$ cat src/hw/rtl/ps2mc_pkg.sv
// shared types and constants for the ps/2 mouse packet cursor
package ps2mc_pkg;

   localparam int COORD_BITS_DEFAULT = 12;

   localparam int BYTE_W   = 8;
   localparam int BUTTON_W = 3;
   localparam int COUNT_W  = 32;
   localparam int DELTA_W  = 9;

   // configuration port
   localparam int CSR_DATA_W = 13;
   localparam int CSR_ADDR_W = 1;
   localparam logic [CSR_ADDR_W-1:0] CSR_SCREEN_WIDTH  = 1'b0;
   localparam logic [CSR_ADDR_W-1:0] CSR_SCREEN_HEIGHT = 1'b1;

   localparam logic [CSR_DATA_W-1:0] RESET_SCREEN_WIDTH  = 13'd320;
   localparam logic [CSR_DATA_W-1:0] RESET_SCREEN_HEIGHT = 13'd200;
   localparam int RESET_POS_X = 160;
   localparam int RESET_POS_Y = 100;

   // header byte layout
   localparam int HDR_SYNC_BIT    = 3;
   localparam int HDR_X_SIGN_BIT  = 4;
   localparam int HDR_Y_SIGN_BIT  = 5;
   localparam int HDR_X_OVF_BIT   = 6;
   localparam int HDR_Y_OVF_BIT   = 7;

   typedef struct packed {
      logic [BYTE_W-1:0] header;
      logic [BYTE_W-1:0] x_byte;
      logic [BYTE_W-1:0] y_byte;
   } packet_type;

endpackage

$ cat src/hw/rtl/ps2mc_framer.sv
// byte framer: collects header, x and y bytes into one packet
module ps2mc_framer (
   input  logic                          clock,
   input  logic                          reset,
   input  logic                          req_valid,
   output logic                          req_ready,
   input  logic [ps2mc_pkg::BYTE_W-1:0]  req_rx_byte,
   output logic                          pkt_valid,
   input  logic                          pkt_ready,
   output ps2mc_pkg::packet_type         pkt_data
);

   localparam logic [1:0] PH_HEADER = 2'd0;
   localparam logic [1:0] PH_XDELTA = 2'd1;
   localparam logic [1:0] PH_YDELTA = 2'd2;

   logic [1:0]                     phase_ff, phase_in;
   logic [ps2mc_pkg::BYTE_W-1:0]   header_ff, header_in;
   logic [ps2mc_pkg::BYTE_W-1:0]   x_byte_ff, x_byte_in;
   logic                           pkt_valid_ff, pkt_valid_in;
   ps2mc_pkg::packet_type          pkt_ff, pkt_in;
   logic                           take;

   assign req_ready = !pkt_valid_ff || pkt_ready;
   assign take      = req_valid && req_ready;
   assign pkt_valid = pkt_valid_ff;
   assign pkt_data  = pkt_ff;

   always_comb begin
      phase_in     = phase_ff;
      header_in    = header_ff;
      x_byte_in    = x_byte_ff;
      pkt_in       = pkt_ff;
      pkt_valid_in = pkt_valid_ff && !pkt_ready;
      if (take) begin
         unique case (phase_ff)
            PH_XDELTA: begin
               x_byte_in = req_rx_byte;
               phase_in  = PH_YDELTA;
            end
            PH_YDELTA: begin
               phase_in = PH_HEADER;
               // overflowed packets are dropped here
               if (!header_ff[ps2mc_pkg::HDR_X_OVF_BIT] &&
                   !header_ff[ps2mc_pkg::HDR_Y_OVF_BIT]) begin
                  pkt_valid_in  = 1'b1;
                  pkt_in.header = header_ff;
                  pkt_in.x_byte = x_byte_ff;
                  pkt_in.y_byte = req_rx_byte;
               end
            end
            default: begin
               // header slot, also the unused code; resync on missing bit 3
               if (req_rx_byte[ps2mc_pkg::HDR_SYNC_BIT]) begin
                  header_in = req_rx_byte;
                  phase_in  = PH_XDELTA;
               end else begin
                  phase_in = PH_HEADER;
               end
            end
         endcase
      end
   end

   always_ff @(posedge clock) begin
      if (reset) begin
         phase_ff     <= PH_HEADER;
         pkt_valid_ff <= 1'b0;
      end else begin
         phase_ff     <= phase_in;
         pkt_valid_ff <= pkt_valid_in;
      end
      header_ff <= header_in;
      x_byte_ff <= x_byte_in;
      pkt_ff    <= pkt_in;
   end

endmodule

$ cat src/hw/rtl/ps2mc_cursor.sv
// cursor update: applies packet deltas, clamps, counts and holds the result register
module ps2mc_cursor #(
   parameter int COORD_BITS = ps2mc_pkg::COORD_BITS_DEFAULT
) (
   input  logic                               clock,
   input  logic                               reset,
   input  logic                               csr_write_enable,
   input  logic [ps2mc_pkg::CSR_ADDR_W-1:0]   csr_index,
   input  logic [ps2mc_pkg::CSR_DATA_W-1:0]   csr_write_data,
   input  logic                               pkt_valid,
   output logic                               pkt_ready,
   input  ps2mc_pkg::packet_type              pkt_data,
   output logic                               rsp_valid,
   input  logic                               rsp_ready,
   output logic [COORD_BITS-1:0]              rsp_cursor_x,
   output logic [COORD_BITS-1:0]              rsp_cursor_y,
   output logic [ps2mc_pkg::BUTTON_W-1:0]     rsp_button_bits,
   output logic [ps2mc_pkg::COUNT_W-1:0]      rsp_packet_count
);

   localparam int DW      = ps2mc_pkg::DELTA_W;
   localparam int BOUND_W = COORD_BITS + 1;
   localparam int CMP_W   = (ps2mc_pkg::CSR_DATA_W > BOUND_W) ?
                            ps2mc_pkg::CSR_DATA_W : BOUND_W;
   localparam int SUM_W   = COORD_BITS + 2;
   localparam logic [CMP_W-1:0] LIM = CMP_W'(1) << COORD_BITS;

   logic [ps2mc_pkg::CSR_DATA_W-1:0] width_ff, width_in;
   logic [ps2mc_pkg::CSR_DATA_W-1:0] height_ff, height_in;
   logic [COORD_BITS-1:0]            pos_x_ff, pos_x_in;
   logic [COORD_BITS-1:0]            pos_y_ff, pos_y_in;
   logic [ps2mc_pkg::BUTTON_W-1:0]   buttons_ff, buttons_in;
   logic [ps2mc_pkg::COUNT_W-1:0]    count_ff, count_in;
   logic                             rsp_valid_ff, rsp_valid_in;
   logic [COORD_BITS-1:0]            rsp_x_ff, rsp_y_ff;
   logic [ps2mc_pkg::BUTTON_W-1:0]   rsp_buttons_ff;
   logic [ps2mc_pkg::COUNT_W-1:0]    rsp_count_ff;

   logic [BOUND_W-1:0]       bound_x, bound_y;
   logic [CMP_W-1:0]         wide_x, wide_y;
   logic signed [DW-1:0]     dx, dy;
   logic signed [SUM_W-1:0]  sum_x, sum_y, lim_x, lim_y;
   logic [COORD_BITS-1:0]    new_x, new_y;
   logic                     advance;
   logic                     wr_width, wr_height;
   logic [BOUND_W-1:0]       wb_x, wb_y;
   logic [CMP_W-1:0]         wn;

   // effective bounds: zero acts as one, oversize saturates at 2^COORD_BITS
   always_comb begin
      wide_x = CMP_W'(width_ff);
      if (wide_x == '0) wide_x = CMP_W'(1);
      if (wide_x > LIM) wide_x = LIM;
      wide_y = CMP_W'(height_ff);
      if (wide_y == '0) wide_y = CMP_W'(1);
      if (wide_y > LIM) wide_y = LIM;
      bound_x = wide_x[BOUND_W-1:0];
      bound_y = wide_y[BOUND_W-1:0];
   end

   assign pkt_ready = !rsp_valid_ff || rsp_ready;
   assign advance   = pkt_valid && pkt_ready;
   assign wr_width  = csr_write_enable && (csr_index == ps2mc_pkg::CSR_SCREEN_WIDTH);
   assign wr_height = csr_write_enable && (csr_index == ps2mc_pkg::CSR_SCREEN_HEIGHT);

   // 9-bit signed deltas
   assign dx = {pkt_data.header[ps2mc_pkg::HDR_X_SIGN_BIT], pkt_data.x_byte};
   assign dy = {pkt_data.header[ps2mc_pkg::HDR_Y_SIGN_BIT], pkt_data.y_byte};

   assign sum_x = $signed({2'b00, pos_x_ff}) + $signed({{(SUM_W-DW){dx[DW-1]}}, dx});
   assign sum_y = $signed({2'b00, pos_y_ff}) - $signed({{(SUM_W-DW){dy[DW-1]}}, dy});
   assign lim_x = $signed({1'b0, bound_x});
   assign lim_y = $signed({1'b0, bound_y});

   always_comb begin
      priority if (sum_x < 0)      new_x = '0;
      else if (sum_x >= lim_x)     new_x = COORD_BITS'(bound_x - BOUND_W'(1));
      else                         new_x = sum_x[COORD_BITS-1:0];
      priority if (sum_y < 0)      new_y = '0;
      else if (sum_y >= lim_y)     new_y = COORD_BITS'(bound_y - BOUND_W'(1));
      else                         new_y = sum_y[COORD_BITS-1:0];
   end

   always_comb begin
      width_in     = width_ff;
      height_in    = height_ff;
      pos_x_in     = pos_x_ff;
      pos_y_in     = pos_y_ff;
      buttons_in   = buttons_ff;
      count_in     = count_ff;
      rsp_valid_in = rsp_valid_ff && !rsp_ready;
      if (advance) begin
         pos_x_in     = new_x;
         pos_y_in     = new_y;
         buttons_in   = pkt_data.header[ps2mc_pkg::BUTTON_W-1:0];
         count_in     = count_ff + ps2mc_pkg::COUNT_W'(1);
         rsp_valid_in = 1'b1;
      end
      // a bound write recenters the matching coordinate
      if (wr_width) begin
         width_in = csr_write_data;
      end
      if (wr_height) begin
         height_in = csr_write_data;
      end
   end

   // recenter value from the freshly written bound
   always_comb begin
      wn = CMP_W'(csr_write_data);
      if (wn == '0) wn = CMP_W'(1);
      if (wn > LIM) wn = LIM;
      wb_x = wn[BOUND_W-1:0];
      wb_y = wn[BOUND_W-1:0];
   end

   always_ff @(posedge clock) begin
      if (reset) begin
         width_ff     <= ps2mc_pkg::RESET_SCREEN_WIDTH;
         height_ff    <= ps2mc_pkg::RESET_SCREEN_HEIGHT;
         pos_x_ff     <= COORD_BITS'(ps2mc_pkg::RESET_POS_X);
         pos_y_ff     <= COORD_BITS'(ps2mc_pkg::RESET_POS_Y);
         buttons_ff   <= '0;
         count_ff     <= '0;
         rsp_valid_ff <= 1'b0;
      end else begin
         width_ff     <= width_in;
         height_ff    <= height_in;
         pos_x_ff     <= wr_width  ? wb_x[BOUND_W-1:1] : pos_x_in;
         pos_y_ff     <= wr_height ? wb_y[BOUND_W-1:1] : pos_y_in;
         buttons_ff   <= buttons_in;
         count_ff     <= count_in;
         rsp_valid_ff <= rsp_valid_in;
      end
      if (advance) begin
         rsp_x_ff       <= new_x;
         rsp_y_ff       <= new_y;
         rsp_buttons_ff <= buttons_in;
         rsp_count_ff   <= count_in;
      end
   end

   assign rsp_valid        = rsp_valid_ff;
   assign rsp_cursor_x     = rsp_x_ff;
   assign rsp_cursor_y     = rsp_y_ff;
   assign rsp_button_bits  = rsp_buttons_ff;
   assign rsp_packet_count = rsp_count_ff;

   // cursor always stays inside its bounds
   a_x_in_bounds: assert property (@(posedge clock) disable iff (reset)
      {1'b0, pos_x_ff} < bound_x)
      else $error("cursor x outside bound");

   a_y_in_bounds: assert property (@(posedge clock) disable iff (reset)
      {1'b0, pos_y_ff} < bound_y)
      else $error("cursor y outside bound");

   // every transfer into the result register carries the next count
   a_count_step: assert property (@(posedge clock) disable iff (reset)
      advance |=> rsp_valid_ff && (rsp_count_ff == $past(count_ff) + ps2mc_pkg::COUNT_W'(1)))
      else $error("packet count did not step by one");

   // a width write recenters x
   a_recenter_x: assert property (@(posedge clock) disable iff (reset)
      wr_width |=> pos_x_ff == $past(wb_x[BOUND_W-1:1]))
      else $error("width write did not recenter x");

endmodule

$ cat src/hw/rtl/ps2_mouse_packet_cursor.sv
// top level of the ps/2 mouse packet decoder with clamped cursor
// after the transfer of a packet's third byte, it passes the packet register, then the result register
// throughput: one byte per cycle while req_ready is high; each packet result takes three bytes
// a stalled result holds the packet register, which then holds the byte input
// reset (synchronous): framer back to the header slot, bounds 320 by 200,
// cursor at 160,100, buttons and packet count zero, no result pending
module ps2_mouse_packet_cursor #(
   parameter int COORD_BITS = ps2mc_pkg::COORD_BITS_DEFAULT
) (
   input  logic                               clock,
   input  logic                               reset,
   // byte input channel
   input  logic                               req_valid,
   output logic                               req_ready,
   input  logic [ps2mc_pkg::BYTE_W-1:0]       req_rx_byte,
   // packet result channel
   output logic                               rsp_valid,
   input  logic                               rsp_ready,
   output logic [COORD_BITS-1:0]              rsp_cursor_x,
   output logic [COORD_BITS-1:0]              rsp_cursor_y,
   output logic [ps2mc_pkg::BUTTON_W-1:0]     rsp_button_bits,
   output logic [ps2mc_pkg::COUNT_W-1:0]      rsp_packet_count,
   // bound registers, write only
   input  logic                               csr_write_enable,
   input  logic [ps2mc_pkg::CSR_ADDR_W-1:0]   csr_index,
   input  logic [ps2mc_pkg::CSR_DATA_W-1:0]   csr_write_data
);

   // framed packet between the framer and the cursor stage
   logic                  pkt_valid;
   logic                  pkt_ready;
   ps2mc_pkg::packet_type pkt_data;

   // stage one: header sync, byte collection, overflow drop
   ps2mc_framer u_framer (
      .clock       (clock),
      .reset       (reset),
      .req_valid   (req_valid),
      .req_ready   (req_ready),
      .req_rx_byte (req_rx_byte),
      .pkt_valid   (pkt_valid),
      .pkt_ready   (pkt_ready),
      .pkt_data    (pkt_data)
   );

   // stage two: sign extend deltas, move and clamp the cursor,
   // latch buttons, count the packet, register the result
   ps2mc_cursor #(
      .COORD_BITS (COORD_BITS)
   ) u_cursor (
      .clock            (clock),
      .reset            (reset),
      .csr_write_enable (csr_write_enable),
      .csr_index        (csr_index),
      .csr_write_data   (csr_write_data),
      .pkt_valid        (pkt_valid),
      .pkt_ready        (pkt_ready),
      .pkt_data         (pkt_data),
      .rsp_valid        (rsp_valid),
      .rsp_ready        (rsp_ready),
      .rsp_cursor_x     (rsp_cursor_x),
      .rsp_cursor_y     (rsp_cursor_y),
      .rsp_button_bits  (rsp_button_bits),
      .rsp_packet_count (rsp_packet_count)
   );

endmodule
$ cat config.mk
export PLATFORM = sky130hd
export DESIGN_NAME = ps2_mouse_packet_cursor
export DESIGN_NICKNAME = d
export VERILOG_FILES = /design/src/hw/rtl/ps2mc_pkg.sv /design/src/hw/rtl/ps2mc_framer.sv /design/src/hw/rtl/ps2mc_cursor.sv /design/src/hw/rtl/ps2_mouse_packet_cursor.sv
export SDC_FILE = /design/constraint.sdc
export NUM_CORES = 1
export LEC_CHECK = 0
export ABC_AREA = 1
export BUFFER_PORTS_ARGS = -buffer_cell sky130_fd_sc_hd__buf_4
export CORE_MARGIN = 4
export CORE_UTILIZATION = 40
export CTS_CLUSTER_DIAMETER = 30
export DETAILED_ROUTE_END_ITERATION = 7
export PLACE_DENSITY = 0.56
export SYNTH_ARGS = -nofsm -noshare
export SYNTH_HDL_FRONTEND = slang
export SYNTH_SLANG_ARGS = --single-unit
$ cat constraint.sdc
create_clock -name clock -period 4.4 [get_ports clock]
set_input_delay 1.1 -clock clock [delete_from_list [all_inputs] [get_ports clock]]
set_output_delay 1.1 -clock clock [all_outputs]
set_load 0.01 [all_outputs]
==> summary.txt <==
Floorplan
  – Die Span Y: about 170 µm
  – Die area: approximately 28000 µm²
  – Die W: 168 µm
  – Core Area: approximately 25000 µm²
  – Initial core utilization: between 40% and 50%
  – FP Rows: slightly below 60
  – Ports: a little under 90

Clock tree
  – Worst-Skew Late Latency: between 0.4 and 0.5 ns
  – Setup bufs post-CTS: 0
  – Clock Tree Buf Depth: 2
  – CTS Buf Count: 17
  – CTS tree: done
  – Clock-pin slew on the worst setup and hold paths: ~0.080 ns
  – H-Tree Depth: 4
  – Sink Count: between 150 and 200
  – Hold-fix buffers, CTS: 0
  – Root Driver: clkbuf_16
  – Post_cts resized: 0

Timing
  – Slew @ Worst Pin: roughly 0.95 ns
  – Final hold vios: 0
  – Final setup violation count: 0
  – Setup Skew: ~0.017 ns
  – RSZ-0062 raised after global routing: no
  – Max Fclk: ~270 MHz
  – Period utilization: ~84%
  – Relative slew slack: approximately 36%
  – Min cycle time layout: 3.71 ns
  – Setup_tns: 0 ns
  – Final slew viol count: 0
  – Final hold slack: approximately 0.42 ns

Drt
  – DRC violations left: 0
  – Pre-antenna DRT Iters: 5
  – Final ANT Viol Nets: 0
  – Via count: ~8.4k
  – WL final: ~27000 µm
  – Iteration-0 DRC Markers: 550
  – Wire length per cell: approximately 16 µm
  – Via density: around 5

Synth
  – Ys Warns: 0
  – Synth Register Bits: 184
  – Post-Synthesis Cell Area: between 10000 and 15000 µm²
  – Post-Synth Adder-Cell Area: between 7 and 8%
  – Post-synthesis async set-or-reset flop share: 0%
  – Post-Syn Instances: 1250
  – Seq/Total Area, Yosys: between 40 and 50%
  – Post-synth EDFFs: between 90 and 100
  – Syn Area/Cell: 8.21 µm²
  – Distinct cell type count of the synthesized netlist: 56
  – Synth Flop Type: edfxtp_1
  – Post-synthesis mux area share: 0%
  – Mapped Nets: 1336
  – Simple-gate share of the synthesized area: 25.5%
  – Combinational family with the most area after synthesis: simple AND/OR/NAND/NOR gates
  – Compound-cell area share of the yosys netlist: 9.95%
  – Post-Synth XOR/XNOR Area: 3.73%

Worst setup path
  – Reg2Reg Depth: 20
  – CP delay by family, top: simple AND/OR/NAND/NOR gates
  – Slowest stage cell, crit path: fa_1
  – Most Frequent Cell on Critical Path: nand2_1
  – Worst setup SP type: flip-flop
  – Critical Path End: u_cursor.rsp_cursor_x[7]
  – Critical Path AT: 3.97 ns
  – FF-to-FF End: u_cursor.rsp_cursor_x[7]
  – CP Capture Type: flip-flop
  – Buf+Inv Stages, Crit Path: 2
  – R2R Path Start: u_framer.pkt_data[8]
  – Reg2reg setup slack: roughly 0.69 ns
  – Worst-path fanout max: 12
  – CP Class: flip-flop to flip-flop
  – Worst path depth: 20
  – Crit path cell chain: ha_1 > fa_1 > nand3_1 > nand2_1 > nand2_1 > nand2_1 > a21oi_1 > xor2_1 > inv_1 > ha_1 > a21oi_1 > o21a_1 > nand2_1 > nand2_1 > nand2_1 > nand2_1 > nand2_1 > inv_2 > nand2_1 > o22ai_1
  – Worst setup path startpoint: u_framer.pkt_data[8]
  – CP max stage delay: between 0.4 and 0.5 ns
  – Critical path data required time: roughly 4.7 ns

Finish
  – Util after Layout: a little under half
  – Synth-to-Final Area Change: 15.2%
  – Most frequent cells in the layout: nand2_1 (280), inv_1 (177), nor2_1 (102)
  – Most common cell after layout, fill and taps aside: nand2_1
  – Post-layout nets: between 1k and 1.5k
  – Filler cells: approximately 2.6k
  – Share of layout cells above drive strength 1: around 14%
  – N_diodes: 0

Placed design
  – Port buffer count: 87
  – Gp weighted congestion: between 0.9 and 1
  – Post-DP HPWL: roughly 21000 µm

Status
  – Outcome: complete, no violations

Flow run
  – Max-cap violations: 0

Global routing
  – Global Route Usage Sum: slightly below 20%
  – Largest net degree at the start of global routing: 53
  – Vias in the first global route: just over 8k
  – Antenna violations before repair: 0
  – Grt total ovfl: 0
  – Global-route wire length before repair: roughly 43000 µm

Pwr
  – Maximum VDD drop: roughly 0.19 mV
  – Pwr dens: between 300 and 400 nW/µm²
  – Leak pwr: ~5.4 nW
  – Design Power: 3.84 mW

Hold path
  – Hold Path Class: flip-flop to flip-flop
## power by group
part / internal, mW / total (mW) / switching, mW
clock: 0.764 / 1.52 / 0.751
combinational: 0.161 / 0.471 / 0.309
sequential: 1.83 / 1.86 / 0.0275
## state kept, by name, indices dropped and copies added, names as in the netlist, 2 cells and up
register	count
u_cursor.pos_x_ff	12
u_cursor.rsp_packet_count	32
u_framer.pkt_data	21
u_cursor.rsp_button_bits	3
u_cursor.rsp_cursor_y	12
u_cursor.height_ff	13
u_cursor.width_ff	13
u_cursor.rsp_cursor_x	12
u_cursor.count_ff	32
u_framer.x_byte_ff	8
u_framer.phase_ff	2
u_cursor.buttons_ff	3
u_framer.header_ff	7
u_cursor.pos_y_ff	12
## stage by stage
stage | worst slack, ns | area [µm²] | instances
after floorplan | 0.163 | 10300 | 1250
after global placement | 0.857 | 11200 | 1644
after detailed placement | 0.773 | 11200 | 1644
after CTS | 0.767 | 11800 | 1676
after global routing | 0.352 | 11800 | 1676
final | 0.693 | 11800 | 1676
## worst min path at each step
stage,from,endpoint,slack (ns),cells after the start
6_report,u_framer.x_byte_ff[5],u_framer.pkt_data[13],0.42,0
5_1_grt,u_framer.header_ff[5],u_framer.pkt_data[21],0.43,0
4_1_cts,u_framer.x_byte_ff[5],u_framer.pkt_data[13],0.42,0
3_5_place_dp,u_framer.x_byte_ff[0],u_framer.pkt_data[8],0.40,0
3_3_place_gp,u_framer.header_ff[5],u_framer.pkt_data[21],0.40,0
2_1_floorplan,u_framer.x_byte_ff[2],u_framer.pkt_data[10],0.40,0
## layer usage
layer | vias up | share of wire (%) | global-route usage (%)
li1 | 4289 | - | -
met1 | 3925 | 49 | 27.6
met2 | 200 | 45 | 30.8
met3 | 27 | 4.5 | 2.86
met4 | 0 | 1.5 | 4.94
met5 | - | 0 | 0
## cell families after synthesis
kind of cell,count (synthesis)
compound gates,172
xor+xnor,42
fa+ha+maj,59
buf+inv,219
flops,184
simple gates,574
## cell usage after synthesis (all sizes together) (3+ instances only)
library cell | count | area (µm²)
inv | 187 | 702
a21o | 3 | 22.5
nand3b | 6 | 45.0
nand4 | 14 | 93.8
nor3 | 21 | 133
o21a | 3 | 22.5
or2 | 15 | 93.8
a21oi | 76 | 384
clkbuf | 18 | 67.6
dfxtp | 89 | 1780
nand3 | 81 | 430
ha | 57 | 713
o211ai | 3 | 22.5
nand2 | 299 | 1180
xor2 | 35 | 307
edfxtp | 95 | 2850
o21bai | 5 | 37.5
a31oi | 3 | 18.8
nor2 | 111 | 468
nor4 | 9 | 56.3
and2 | 16 | 100
o22ai | 7 | 43.8
xnor2 | 7 | 76.3
a32o | 15 | 150
o21ai | 49 | 249
buf | 13 | 80.1
## cell type report
cell class,instances,area [µm²],area share [%]
sequential,184,4630,39.2
inverter,188,706,5.97
clock buffer,18,429,3.63
timing repair buffer,95,713,6.03
clock inverter,14,149,1.26
tap,330,413,3.49
multi-input combinational,847,4780,40.4
Note: power is estimated with default switching activity, not from simulation.
